==> src/rtl/clr_pkg.sv <==
package clr_pkg;

    localparam int GRID_CELLS_DEF      = 64;
    localparam int CELL_WIDTH_SUB_DEF  = 2;
    localparam int CELL_HEIGHT_SUB_DEF = 4;

    localparam int SUB_X_W    = 7;
    localparam int SUB_Y_W    = 8;
    localparam int CELL_W     = 6;
    localparam int GLYPH_W    = 2;
    localparam int CFG_IDX_W  = 1;
    localparam int CFG_DATA_W = 7;

    // Scaled sub-pixel magnitudes: up to 255*2 + 127*4 fits in 12 bits
    localparam int MAG_W = 12;

    // Reciprocal multiply for the sub-pixel to cell division
    localparam int RECIP_SHIFT = 16;
    localparam int RECIP_W     = RECIP_SHIFT + 1;

    localparam logic [CFG_IDX_W-1:0] REG_VISIBLE_COLS = 1'b0;
    localparam logic [CFG_IDX_W-1:0] REG_VISIBLE_ROWS = 1'b1;

    localparam logic [CFG_DATA_W-1:0] VISIBLE_COLS_RST = 7'd64;
    localparam logic [CFG_DATA_W-1:0] VISIBLE_ROWS_RST = 7'd63;

    localparam logic [GLYPH_W-1:0] GLYPH_FLAT      = 2'd0;
    localparam logic [GLYPH_W-1:0] GLYPH_UPRIGHT   = 2'd1;
    localparam logic [GLYPH_W-1:0] GLYPH_BACKSLASH = 2'd2;
    localparam logic [GLYPH_W-1:0] GLYPH_SLASH     = 2'd3;

endpackage

==> src/rtl/clipped_line_rasterizer_unit.sv <==
// An accepted request passes through ST_SQ_B, ST_SQ_SUM and ST_SQ_DIFF into ST_WALK, which
// loads the first cell into the output register; a new segment is taken only in ST_IDLE. One cell
// per cycle while the walker runs and m_ready does not stall it, set by the single Bresenham step unit.
// The slant glyph takes three passes through one shared squaring multiplier.
// Reset (aresetn low, synchronous) idles the walker, drops m_valid and restores
// visible_cols = 64, visible_rows = 63.
module clipped_line_rasterizer_unit #(
    parameter int GRID_CELLS      = clr_pkg::GRID_CELLS_DEF,
    parameter int CELL_WIDTH_SUB  = clr_pkg::CELL_WIDTH_SUB_DEF,
    parameter int CELL_HEIGHT_SUB = clr_pkg::CELL_HEIGHT_SUB_DEF
) (
    input  logic                            aclk,
    input  logic                            aresetn,
    input  logic                            cfg_wr_en,
    input  logic [clr_pkg::CFG_IDX_W-1:0]   cfg_index,
    input  logic [clr_pkg::CFG_DATA_W-1:0]  cfg_wdata,
    input  logic                            s_valid,
    output logic                            s_ready,
    input  logic [clr_pkg::SUB_X_W-1:0]     s_start_x_sub,
    input  logic [clr_pkg::SUB_Y_W-1:0]     s_start_y_sub,
    input  logic [clr_pkg::SUB_X_W-1:0]     s_end_x_sub,
    input  logic [clr_pkg::SUB_Y_W-1:0]     s_end_y_sub,
    output logic                            m_valid,
    input  logic                            m_ready,
    output logic [clr_pkg::CELL_W-1:0]      m_cell_x,
    output logic [clr_pkg::CELL_W-1:0]      m_cell_y,
    output logic                            m_visible,
    output logic [clr_pkg::GLYPH_W-1:0]     m_glyph,
    output logic                            m_last
);
    import clr_pkg::*;

    localparam int CW       = $clog2(GRID_CELLS);
    localparam int EW       = CW + 2;
    localparam int QW       = SUB_Y_W + 1;
    localparam int CELL_MAX = GRID_CELLS - 1;
    localparam int RECIP_X  = (2**RECIP_SHIFT + CELL_WIDTH_SUB - 1) / CELL_WIDTH_SUB;
    localparam int RECIP_Y  = (2**RECIP_SHIFT + CELL_HEIGHT_SUB - 1) / CELL_HEIGHT_SUB;
    localparam int PXW      = SUB_X_W + RECIP_W;
    localparam int PYW      = SUB_Y_W + RECIP_W;

    typedef enum logic [4:0] {
        ST_IDLE    = 5'b00001,
        ST_SQ_B    = 5'b00010,
        ST_SQ_SUM  = 5'b00100,
        ST_SQ_DIFF = 5'b01000,
        ST_WALK    = 5'b10000
    } state_t;

    state_t state_reg, state_next;

    logic [CFG_DATA_W-1:0] vis_cols_reg, vis_rows_reg;

    logic [CW-1:0]          cur_x_reg, cur_x_next, cur_y_reg, cur_y_next;
    logic [CW-1:0]          goal_x_reg, goal_x_next, goal_y_reg, goal_y_next;
    logic [CW-1:0]          abs_dx_reg, abs_dx_next;
    logic signed [CW:0]     neg_abs_dy_reg, neg_abs_dy_next;
    logic signed [EW-1:0]   step_err_reg, step_err_next;
    logic                   step_x_neg_reg, step_x_neg_next;
    logic                   step_y_neg_reg, step_y_neg_next;
    logic [GLYPH_W-1:0]     line_glyph_reg, line_glyph_next;

    logic [MAG_W-1:0]       a_reg, a_next, b_reg, b_next;
    logic                   same_sign_reg, same_sign_next;
    logic                   flat_reg, flat_next;
    logic [2*MAG_W-1:0]     b2_reg, b2_next;

    logic                   m_valid_reg, m_valid_next;
    logic [CELL_W-1:0]      m_cell_x_reg, m_cell_x_next, m_cell_y_reg, m_cell_y_next;
    logic                   m_visible_reg, m_visible_next;
    logic [GLYPH_W-1:0]     m_glyph_reg, m_glyph_next;
    logic                   m_last_reg, m_last_next;

    // sub-pixel to cell conversion
    logic [PXW-1:0] sx_prod, ex_prod;
    logic [PYW-1:0] sy_prod, ey_prod;
    logic [CW-1:0]  sx_cell, sy_cell, ex_cell, ey_cell;

    // scaled sub-pixel deltas for the glyph
    logic                 dx_neg, dy_neg;
    logic [SUB_X_W-1:0]   adx_sub;
    logic [SUB_Y_W-1:0]   ady_sub;

    // shared squaring unit
    logic [MAG_W-1:0]     sq_op;
    logic [2*MAG_W-1:0]   sq;
    logic [2*MAG_W:0]     twice_b2;

    // walker step unit
    logic                 at_goal;
    logic                 emit;
    logic signed [EW:0]   e2, ndy_ext, adx_ext;
    logic                 x_step, y_step;
    logic signed [EW-1:0] err_add_x, err_add_y;

    function automatic logic [CW-1:0] sat_cell(input logic [QW-1:0] q);
        if (q > QW'(CELL_MAX)) begin
            return CW'(CELL_MAX);
        end
        return q[CW-1:0];
    endfunction

    assign sx_prod = PXW'(s_start_x_sub) * PXW'(RECIP_X);
    assign ex_prod = PXW'(s_end_x_sub) * PXW'(RECIP_X);
    assign sy_prod = PYW'(s_start_y_sub) * PYW'(RECIP_Y);
    assign ey_prod = PYW'(s_end_y_sub) * PYW'(RECIP_Y);

    assign sx_cell = sat_cell(QW'(sx_prod[PXW-1:RECIP_SHIFT]));
    assign ex_cell = sat_cell(QW'(ex_prod[PXW-1:RECIP_SHIFT]));
    assign sy_cell = sat_cell(QW'(sy_prod[PYW-1:RECIP_SHIFT]));
    assign ey_cell = sat_cell(QW'(ey_prod[PYW-1:RECIP_SHIFT]));

    assign dx_neg  = s_end_x_sub < s_start_x_sub;
    assign dy_neg  = s_end_y_sub < s_start_y_sub;
    assign adx_sub = dx_neg ? s_start_x_sub - s_end_x_sub : s_end_x_sub - s_start_x_sub;
    assign ady_sub = dy_neg ? s_start_y_sub - s_end_y_sub : s_end_y_sub - s_start_y_sub;

    always_comb begin
        unique case (state_reg)
            ST_SQ_SUM:  sq_op = a_reg + b_reg;
            ST_SQ_DIFF: sq_op = a_reg - b_reg;
            default:    sq_op = b_reg;
        endcase
    end

    assign sq       = (2*MAG_W)'(sq_op) * (2*MAG_W)'(sq_op);
    assign twice_b2 = {b2_reg, 1'b0};

    assign at_goal   = (cur_x_reg == goal_x_reg) && (cur_y_reg == goal_y_reg);
    assign emit      = !m_valid_reg || m_ready;
    assign e2        = {step_err_reg, 1'b0};
    assign ndy_ext   = (EW+1)'(neg_abs_dy_reg);
    assign adx_ext   = signed'((EW+1)'(abs_dx_reg));
    assign x_step    = e2 >= ndy_ext;
    assign y_step    = e2 <= adx_ext;
    assign err_add_x = x_step ? EW'(neg_abs_dy_reg) : '0;
    assign err_add_y = y_step ? signed'(EW'(abs_dx_reg)) : '0;

    always_comb begin
        state_next      = state_reg;
        cur_x_next      = cur_x_reg;
        cur_y_next      = cur_y_reg;
        goal_x_next     = goal_x_reg;
        goal_y_next     = goal_y_reg;
        abs_dx_next     = abs_dx_reg;
        neg_abs_dy_next = neg_abs_dy_reg;
        step_err_next   = step_err_reg;
        step_x_neg_next = step_x_neg_reg;
        step_y_neg_next = step_y_neg_reg;
        line_glyph_next = line_glyph_reg;
        a_next          = a_reg;
        b_next          = b_reg;
        same_sign_next  = same_sign_reg;
        flat_next       = flat_reg;
        b2_next         = b2_reg;
        m_valid_next    = m_valid_reg && !m_ready;
        m_cell_x_next   = m_cell_x_reg;
        m_cell_y_next   = m_cell_y_reg;
        m_visible_next  = m_visible_reg;
        m_glyph_next    = m_glyph_reg;
        m_last_next     = m_last_reg;

        unique case (state_reg)
            ST_IDLE: begin
                if (s_valid) begin
                    cur_x_next      = sx_cell;
                    cur_y_next      = sy_cell;
                    goal_x_next     = ex_cell;
                    goal_y_next     = ey_cell;
                    abs_dx_next     = (ex_cell > sx_cell) ? ex_cell - sx_cell
                                                          : sx_cell - ex_cell;
                    neg_abs_dy_next = -signed'((CW+1)'((ey_cell > sy_cell)
                                                       ? ey_cell - sy_cell
                                                       : sy_cell - ey_cell));
                    step_x_neg_next = !(sx_cell < ex_cell);
                    step_y_neg_next = !(sy_cell < ey_cell);
                    a_next          = MAG_W'(ady_sub) * MAG_W'(CELL_WIDTH_SUB);
                    b_next          = MAG_W'(adx_sub) * MAG_W'(CELL_HEIGHT_SUB);
                    same_sign_next  = (dx_neg == dy_neg);
                    state_next      = ST_SQ_B;
                end
            end
            ST_SQ_B: begin
                b2_next       = sq;
                step_err_next = signed'(EW'(abs_dx_reg)) + EW'(neg_abs_dy_reg);
                state_next    = ST_SQ_SUM;
            end
            ST_SQ_SUM: begin
                flat_next  = {1'b0, sq} < twice_b2;
                state_next = ST_SQ_DIFF;
            end
            ST_SQ_DIFF: begin
                priority if (((a_reg == '0) && (b_reg == '0)) || flat_reg) begin
                    line_glyph_next = GLYPH_FLAT;
                end else if ((a_reg > b_reg) && ({1'b0, sq} > twice_b2)) begin
                    line_glyph_next = GLYPH_UPRIGHT;
                end else begin
                    line_glyph_next = same_sign_reg ? GLYPH_BACKSLASH : GLYPH_SLASH;
                end
                state_next = ST_WALK;
            end
            ST_WALK: begin
                if (emit) begin
                    m_valid_next   = 1'b1;
                    m_cell_x_next  = CELL_W'(cur_x_reg);
                    m_cell_y_next  = CELL_W'(cur_y_reg);
                    m_visible_next = (CFG_DATA_W'(cur_x_reg) < vis_cols_reg) &&
                                     (CFG_DATA_W'(cur_y_reg) < vis_rows_reg);
                    m_glyph_next   = line_glyph_reg;
                    m_last_next    = at_goal;
                    if (at_goal) begin
                        state_next = ST_IDLE;
                    end else begin
                        step_err_next = step_err_reg + err_add_x + err_add_y;
                        if (x_step) begin
                            cur_x_next = step_x_neg_reg ? cur_x_reg - 1'b1 : cur_x_reg + 1'b1;
                        end
                        if (y_step) begin
                            cur_y_next = step_y_neg_reg ? cur_y_reg - 1'b1 : cur_y_reg + 1'b1;
                        end
                    end
                end
            end
            default: begin
                state_next = ST_IDLE;
            end
        endcase
    end

    always_ff @(posedge aclk) begin
        if (!aresetn) begin
            state_reg      <= ST_IDLE;
            m_valid_reg    <= 1'b0;
            vis_cols_reg   <= VISIBLE_COLS_RST;
            vis_rows_reg   <= VISIBLE_ROWS_RST;
            cur_x_reg      <= '0;
            cur_y_reg      <= '0;
            goal_x_reg     <= '0;
            goal_y_reg     <= '0;
            abs_dx_reg     <= '0;
            neg_abs_dy_reg <= '0;
            step_err_reg   <= '0;
            step_x_neg_reg <= 1'b0;
            step_y_neg_reg <= 1'b0;
            line_glyph_reg <= GLYPH_FLAT;
        end else begin
            state_reg      <= state_next;
            m_valid_reg    <= m_valid_next;
            cur_x_reg      <= cur_x_next;
            cur_y_reg      <= cur_y_next;
            goal_x_reg     <= goal_x_next;
            goal_y_reg     <= goal_y_next;
            abs_dx_reg     <= abs_dx_next;
            neg_abs_dy_reg <= neg_abs_dy_next;
            step_err_reg   <= step_err_next;
            step_x_neg_reg <= step_x_neg_next;
            step_y_neg_reg <= step_y_neg_next;
            line_glyph_reg <= line_glyph_next;
            if (cfg_wr_en) begin
                unique case (cfg_index)
                    REG_VISIBLE_COLS: vis_cols_reg <= cfg_wdata;
                    REG_VISIBLE_ROWS: vis_rows_reg <= cfg_wdata;
                    default: ;
                endcase
            end
        end
    end

    // glyph scratch and output payload
    always_ff @(posedge aclk) begin
        a_reg         <= a_next;
        b_reg         <= b_next;
        same_sign_reg <= same_sign_next;
        flat_reg      <= flat_next;
        b2_reg        <= b2_next;
        m_cell_x_reg  <= m_cell_x_next;
        m_cell_y_reg  <= m_cell_y_next;
        m_visible_reg <= m_visible_next;
        m_glyph_reg   <= m_glyph_next;
        m_last_reg    <= m_last_next;
    end

    assign s_ready   = (state_reg == ST_IDLE);
    assign m_valid   = m_valid_reg;
    assign m_cell_x  = m_cell_x_reg;
    assign m_cell_y  = m_cell_y_reg;
    assign m_visible = m_visible_reg;
    assign m_glyph   = m_glyph_reg;
    assign m_last    = m_last_reg;

endmodule

==> config.mk <==
export PLATFORM = sky130hd
export DESIGN_NAME = clipped_line_rasterizer_unit
export DESIGN_NICKNAME = d
export VERILOG_FILES = /design/src/rtl/clr_pkg.sv /design/src/rtl/clipped_line_rasterizer_unit.sv
export SDC_FILE = /design/constraint.sdc
export NUM_CORES = 1
export LEC_CHECK = 0
export BUFFER_PORTS_ARGS = -buffer_cell sky130_fd_sc_hd__buf_2
export CORE_MARGIN = 3
export CORE_UTILIZATION = 65
export DETAILED_ROUTE_END_ITERATION = 8
export HOLD_SLACK_MARGIN = 0.1
export PLACE_DENSITY = 0.92
export SLEW_MARGIN = 40
export SYNTH_ARGS = -nofsm -noshare
export SYNTH_HDL_FRONTEND = slang
export SYNTH_SLANG_ARGS = --single-unit
==> constraint.sdc <==
create_clock -name aclk -period 22.6 [get_ports aclk]
set_input_delay 4.52 -clock aclk [delete_from_list [all_inputs] [get_ports aclk]]
set_output_delay 4.52 -clock aclk [all_outputs]
set_load 0.02 [all_outputs]
* Yosys cells after proc, flatten, opt, wreduce, memory -nomap -nowiden *
Cells that the tools add are included.

word-level totals
  logic and storage cells = 141
  flip-flop bits (word level) = 126
  input port bits = 43

operators by class
  $mul = 1
  order comparisons = 17
  mux-type cells = 43
  reductions and logical operators = 23
  bitwise operators = 1
  add/subtract/negate cells = 18
  equal/unequal tests = 14

operators by type and width
  kind                   count
  $mux W6                20
  $mux W8                4
  $gt A24 B25 Y1         1
  $lt A24 B25 Y1         1
  $pmux W5 S5            1
  $gt A6 B6 Y1 const B   4
  $logic_not A12 Y1      2
  $mul A12 B12 Y24       1
  $pmux W12 S2           1
  $pmux W6 S2            2
  $pmux W8 S2            1
  $sub A8 B8 Y8          2
  $mux W5                3
  $lt A6 B7 Y1           2
  $mux W7                2
  $sub A6 B6 Y7          2
  $sub A7 B7 Y7          2
  $add A6 B1 Y6 const B  2
  $eq A6 B6 Y1           2
  $gt A6 B6 Y1           2
  $lt A6 B6 Y1           2
  $ne A2 B2 Y1 const B   6
  $sub A6 B1 Y6 const B  2
  $sub A6 B6 Y6          2
  27 further kinds       48

* Longest topological paths before layout *
  depth after elaboration = 7
  gate-level depth with buffers = 36

* Worst setup path before layout *
Ideal clock, no wire load.

  path kind = register to register
  start point = reg b_reg[2]
  end point = reg line_glyph_reg[0]
  stages on the path, launching flop included = 33
  data required time = 22.481 ns
  library setup time = 0.119 ns
  data arrival time = 7.583 ns
  path slack = 14.899 ns
  path through = edfxtp_1 ha_1 inv_1 fa_1 a21o_1 a21o_1 a21o_1 a21oi_1 mux2i_1 o2111ai_2 nand2_1 fa_1 fa_1 inv_1 fa_1 fa_1 inv_1 fa_1 inv_1 ha_1 or4_1 a21o_1 nand3_1 a211o_1 o21ai_0 a2111oi_2 ha_1 nand4b_1 nor2_1 nand3_1 nor4_1 nor4_2 o221a_1

on the way
  longest elaborated chain between the ends = 7
  elaborated cells between the ends (all ways) = 12
  those cells by class = add/sub: 2; mul: 1; order compare: 2; mux: 3; reduce/logical: 4

RTL lines
  element                                                  line                                                                      RTL
  from (decl)                                              clipped_line_rasterizer_unit.sv:63                                        logic [MAG_W-1:0] a_reg, a_next, b_reg, b_next;
  from (signal assigned)                                   clipped_line_rasterizer_unit.sv:272                                       b_reg <= b_next;
  $sub A9 B9 Y10 / $add A9 B9 Y10 (equally long branches)  clipped_line_rasterizer_unit.sv:121, clipped_line_rasterizer_unit.sv:120
  $pmux W12 S2 *                                           clipped_line_rasterizer_unit.sv:119                                       unique case (state_reg)
  $mul A12 B12 Y24 *                                       clipped_line_rasterizer_unit.sv:126                                       assign sq = (2*MAG_W)'(sq_op) * (2*MAG_W)'(sq_op);
  named net sq[23]                                         clipped_line_rasterizer_unit.sv:86                                        logic [2*MAG_W-1:0] sq;
  $gt A24 B25 Y1 *                                         clipped_line_rasterizer_unit.sv:195                                       end else if ((a_reg > b_reg) && ({1'b0, sq} > twice_b2)) begin
  $logic_and A1 B1 Y1 *                                    clipped_line_rasterizer_unit.sv:195
  $mux W2 *                                                clipped_line_rasterizer_unit.sv:195
  $mux W2 *                                                clipped_line_rasterizer_unit.sv:193                                       priority if (((a_reg == '0) && (b_reg == '0)) || flat_reg) begin
  to (signal assigned)                                     clipped_line_rasterizer_unit.sv:258                                       line_glyph_reg <= line_glyph_next;
  to (decl)                                                clipped_line_rasterizer_unit.sv:61                                        logic [GLYPH_W-1:0] line_glyph_reg, line_glyph_next;

Mark *: on every way through the listed nets, which the timed path passes. The rest lies on a longest branch.
A chain may end at the register's enable or synchronous reset.

* Worst setup path after layout *
  start point = reg a_reg[2]
  end point = reg line_glyph_reg[0]

on the way
  longest elaborated chain between the ends = 7
  elaborated cells between the ends (all ways) = 12
  those cells by class = add/sub: 2; mul: 1; order compare: 2; mux: 3; reduce/logical: 4

RTL lines
  element                                                  line                                                                      RTL
  from (decl)                                              clipped_line_rasterizer_unit.sv:63
  from (signal assigned)                                   clipped_line_rasterizer_unit.sv:271                                       a_reg <= a_next;
  $sub A9 B9 Y10 / $add A9 B9 Y10 (equally long branches)  clipped_line_rasterizer_unit.sv:121, clipped_line_rasterizer_unit.sv:120
  $pmux W12 S2 *                                           clipped_line_rasterizer_unit.sv:119
  $mul A12 B12 Y24 *                                       clipped_line_rasterizer_unit.sv:126
  named net sq[23]                                         clipped_line_rasterizer_unit.sv:86
  $gt A24 B25 Y1 *                                         clipped_line_rasterizer_unit.sv:195
  $logic_and A1 B1 Y1 *                                    clipped_line_rasterizer_unit.sv:195
  $mux W2 *                                                clipped_line_rasterizer_unit.sv:195
  $mux W2 *                                                clipped_line_rasterizer_unit.sv:193

Marks and branches as above.

==> results.txt <==
----------------------------------------------------
[Route]
  Vias post-DR ... 10,600
  Antenna viol nets, final ... 0
  DR iter-0 viols ... 846
  Vias per cell ... 5.98
  Routed length per placed instance ... 17.8 microns
  Detailed route wirelength on metal3 ... 2770 microns
  First drt pass iteration count ... 6
  Post-Route M1 WL ... 13,100 microns
  Residual DRC count ... 0
  Uppermost metal layer occupied by signal nets ... met4
  Met2 wire len ... 14,900 microns
  DRT Wirelength ... 31,700 microns

[STA]
  Peak clock frequency supported by timing ... 113 MHz
  Final Setup Violations ... 0
  Hold Slack ... 458 ps
  Worst Clk Skew ... 12.1 ps
  Slew margin rel. ... 39.4%
  Post-route clock period utilization ... 39.0%
  Final count of pins violating max slew ... 0
  Final number of hold-violating endpoints ... 0
  Unrepaired setup endpoints after global routing ... no
  Shortest clock period the worst path allows after layout ... 8810 ps
  Worst slew pin tran ... 886 ps
  Summed negative setup slack over all endpoints ... 0 ps

[Finish]
  Synthesis-to-layout area growth ... 7.59%
  Most common library cell in the layout ignoring fill and taps ... sky130_fd_sc_hd__inv_1
  Combined flip-flop and latch cell area ... 3000 sq um
  Largest register FFs ... 21
  Multi-input gate area ... 8720 sq um
  Number of diodes ... 0
  FILL cells ... 1,327
  Post-route non-filler standard cell count ... 1,776
  Util after Layout ... 72.7%
  Ratio of cells with drive above 1 in the final layout ... 8.11%
  Top library cells by usage in the layout, fill and taps aside ... sky130_fd_sc_hd__inv_1 (258), sky130_fd_sc_hd__ha_1 (182), sky130_fd_sc_hd__nand2_1 (108)
  Nets@finish ... 1,813

[Critical path]
  Data required, critical path ... 22,920 ps
  Maximum net fanout on the critical path ... 10
  Critical-path cell with the highest stage delay ... sky130_fd_sc_hd__a2111oi_0
  Worst setup SP type ... flip-flop
  Category of the critical setup timing path ... flip-flop to flip-flop
  Type of element capturing the critical path ... flip-flop
  Arrival time at the worst endpoint ... 9130 ps
  Slowest stage delay, CP ... 770 ps

[Status]
  Result of the run ... finished, final reports clean

[Yosys]
  Area of the mapped netlist ... 12,900 sq um
  Mean post-synth cell area ... 8.77 sq um
  Leading post-synthesis cells by cell area ... sky130_fd_sc_hd__ha_1 (18%), sky130_fd_sc_hd__fa_1 (13%), sky130_fd_sc_hd__edfxtp_1 (13%), sky130_fd_sc_hd__dfxtp_1 (11%), sky130_fd_sc_hd__inv_1 (7.5%)
  Flip-flop and latch count after synthesis ... 123
  Synthesized instance count ... 1,474
  Xor and xnor fraction of the mapped netlist area ... 4.61%
  Mux contribution to synthesized area ... 2.60%
  Count of synthesis-stage warnings from yosys ... 0
  Cell type contributing the most total cell area after synthesis ... sky130_fd_sc_hd__ha_1
  Synthesized net count ... 1,784
  Fraction of synthesized cell area taken by the top area cell type ... 17.6%
  Post-synthesis async set-or-reset flop share ... 0%
  Simple logic cell fraction of the synthesized area ... 13.3%
  Sequential cell area fraction in the yosys report ... 23.2%
  Number of unique standard cell types used by synthesis ... 82
  Post-synth EDFFs ... 54
  Adder and majority cell fraction of the synthesized area ... 30.8%
  Main combinational cell family by area after synthesis ... adder cells
  Synth Area in Compound Gates ... 16.1%
  Top flip-flop cell by instance count after synthesis ... sky130_fd_sc_hd__dfxtp_1

[Die]
  Vertical extent of the die ... 147 microns
  IO Count ... 61
  Number of placement rows ... 50
  Die area ... 21,600 sq um
  Initial Utilization ... 67.5%
  Die outline width ... 147 microns
  Core box area ... 19,100 sq um

[Clock tree]
  Clock transition time at the flip-flop clock pins of the worst setup and hold paths ... 60 ps
  Post-CTS Hold Buffers ... 0
  H-tree levels ... 4
  Post-cts sizing count ... 0
  CTS max path bufs ... 2
  TritonCTS sink count ... 123
  Clock tree from TritonCTS ... yes
  Buffers inserted by post-CTS timing repair ... 0
  Insertion delay of the later-clocked pin in the worst-skew pair ... 430 ps
  Clock buffer count from CTS ... 17
  Buffer cell driving the clock tree root ... sky130_fd_sc_hd__clkbuf_16

[Global routing]
  Pin count of the biggest net entering global routing ... 37
  Grt total ovfl ... 0
  Vias in the first global route ... 10,800
  Antenna violations before repair ... 0
  Total global routing track utilization ... 29.6%
  Wire length of the first global-routing pass ... 52,100 microns

[Placed design]
  Count of buffers from port buffering ... 60
  Post-placement cell count ... 1,744
  Total half-perimeter wirelength after legalization and detailed placement ... 24,700 microns
  Final RePlAce weighted congestion ... 0.932

[Pwr]
  Power density normalized to cell area ... 107 nW/um^2
  Leak ... 6.93 nW
  Worst-case vdd ir drop ... 0.103 mV

[Run]
  MaxCap Viol Count ... 0

[Hold path]
  Class of the tightest hold or removal check ... flip-flop to flip-flop

----------------------------------------------------
==> report_power, final <==
part	switching (mW)	internal [mW]	total [mW]
clock network	0.107	0.143	0.250
logic	0.543	0.400	0.943
registers	0.0196	0.282	0.301
==> worst paths after layout <==
check | startpoint | depth (start not counted) | slack [ps] | to
hold / removal | vis_rows_reg[6] | 2 | 460 | vis_rows_reg[6]
setup / recovery | a_reg[2] | 32 | 13790 | line_glyph_reg[0]
setup reg to reg | a_reg[2] | 32 | 13790 | line_glyph_reg[0]
hold reg to reg | vis_rows_reg[6] | 2 | 460 | vis_rows_reg[6]
==> critical path, delay by kind of cell (launching register included) <==
kind            cells  cell delay [ps]
compound gates     10             3010
xor+xnor            1              240
fa+ha+maj           9             3380
buf+inv             5              300
flops               1              400
mux                 1              300
simple gates        6             1050
==> cell type report <==
cell class,count,area share (%)
Timing Repair Buffer,65,2.43
Inverter,264,7.13
Clock buffer,19,3.18
Sequential cell,123,21.6
Multi-Input combinational cell,1032,62.7
Clock inverter,13,0.657
Tap cell,260,2.34
==> synthesized netlist by cell type (4+ instances only) <==
cell type and number:
sky130_fd_sc_hd__clkbuf_1 45, sky130_fd_sc_hd__ha_1 182, sky130_fd_sc_hd__a211oi_1 24, sky130_fd_sc_hd__o211ai_1 12, sky130_fd_sc_hd__o21ai_0 61, sky130_fd_sc_hd__or4_1 8, sky130_fd_sc_hd__dfxtp_1 69, sky130_fd_sc_hd__nor2b_1 23
sky130_fd_sc_hd__fa_1 85, sky130_fd_sc_hd__edfxtp_1 54, sky130_fd_sc_hd__buf_1 4, sky130_fd_sc_hd__o21bai_1 9, sky130_fd_sc_hd__o21a_1 11, sky130_fd_sc_hd__a21o_1 43, sky130_fd_sc_hd__o21ai_1 4, sky130_fd_sc_hd__nand3b_1 7
sky130_fd_sc_hd__nor3_1 10, sky130_fd_sc_hd__xor2_1 21, sky130_fd_sc_hd__nand2b_1 20, sky130_fd_sc_hd__xnor2_1 47, sky130_fd_sc_hd__mux2i_1 28, sky130_fd_sc_hd__a21oi_1 103, sky130_fd_sc_hd__nor4_1 6, sky130_fd_sc_hd__and2_1 15
sky130_fd_sc_hd__o22a_1 4, sky130_fd_sc_hd__mux2_2 5, sky130_fd_sc_hd__nand3_1 22, sky130_fd_sc_hd__a31oi_1 7, sky130_fd_sc_hd__nand4_1 11, sky130_fd_sc_hd__a21boi_0 7, sky130_fd_sc_hd__a221oi_1 4, sky130_fd_sc_hd__nor2_1 86
sky130_fd_sc_hd__nand2_1 108, sky130_fd_sc_hd__and3_1 4, sky130_fd_sc_hd__inv_1 259, sky130_fd_sc_hd__buf_2 5
==> routing by layer <==
metal,vias up,track usage [%]
met2,490,48.9
met1,5025,39.0
li1,5016,-
met3,86,6.51
met5,-,0
met4,0,9.55
==> metrics by stage <==
stage	power, mW	instance area [sq um]	setup WS (ps)
3_5_place_dp	1.22	13400	14210
4_1_cts	1.48	13900	13970
5_1_grt	1.64	13900	13380
3_3_place_gp	1.18	13400	14510
2_1_floorplan	1.03	12900	14900
6_report	1.49	13900	13790
==> cell families after synthesis <==
kind of cell,count (synthesis)
AOI/OAI and AO/OA,321
xor gates and xnor gates,68
adders and majority gates,267
buffers and inverters,319
DFF,123
muxes,33
other,1
and+or+nand+nor,342
(Power assumes the default switching activity.)
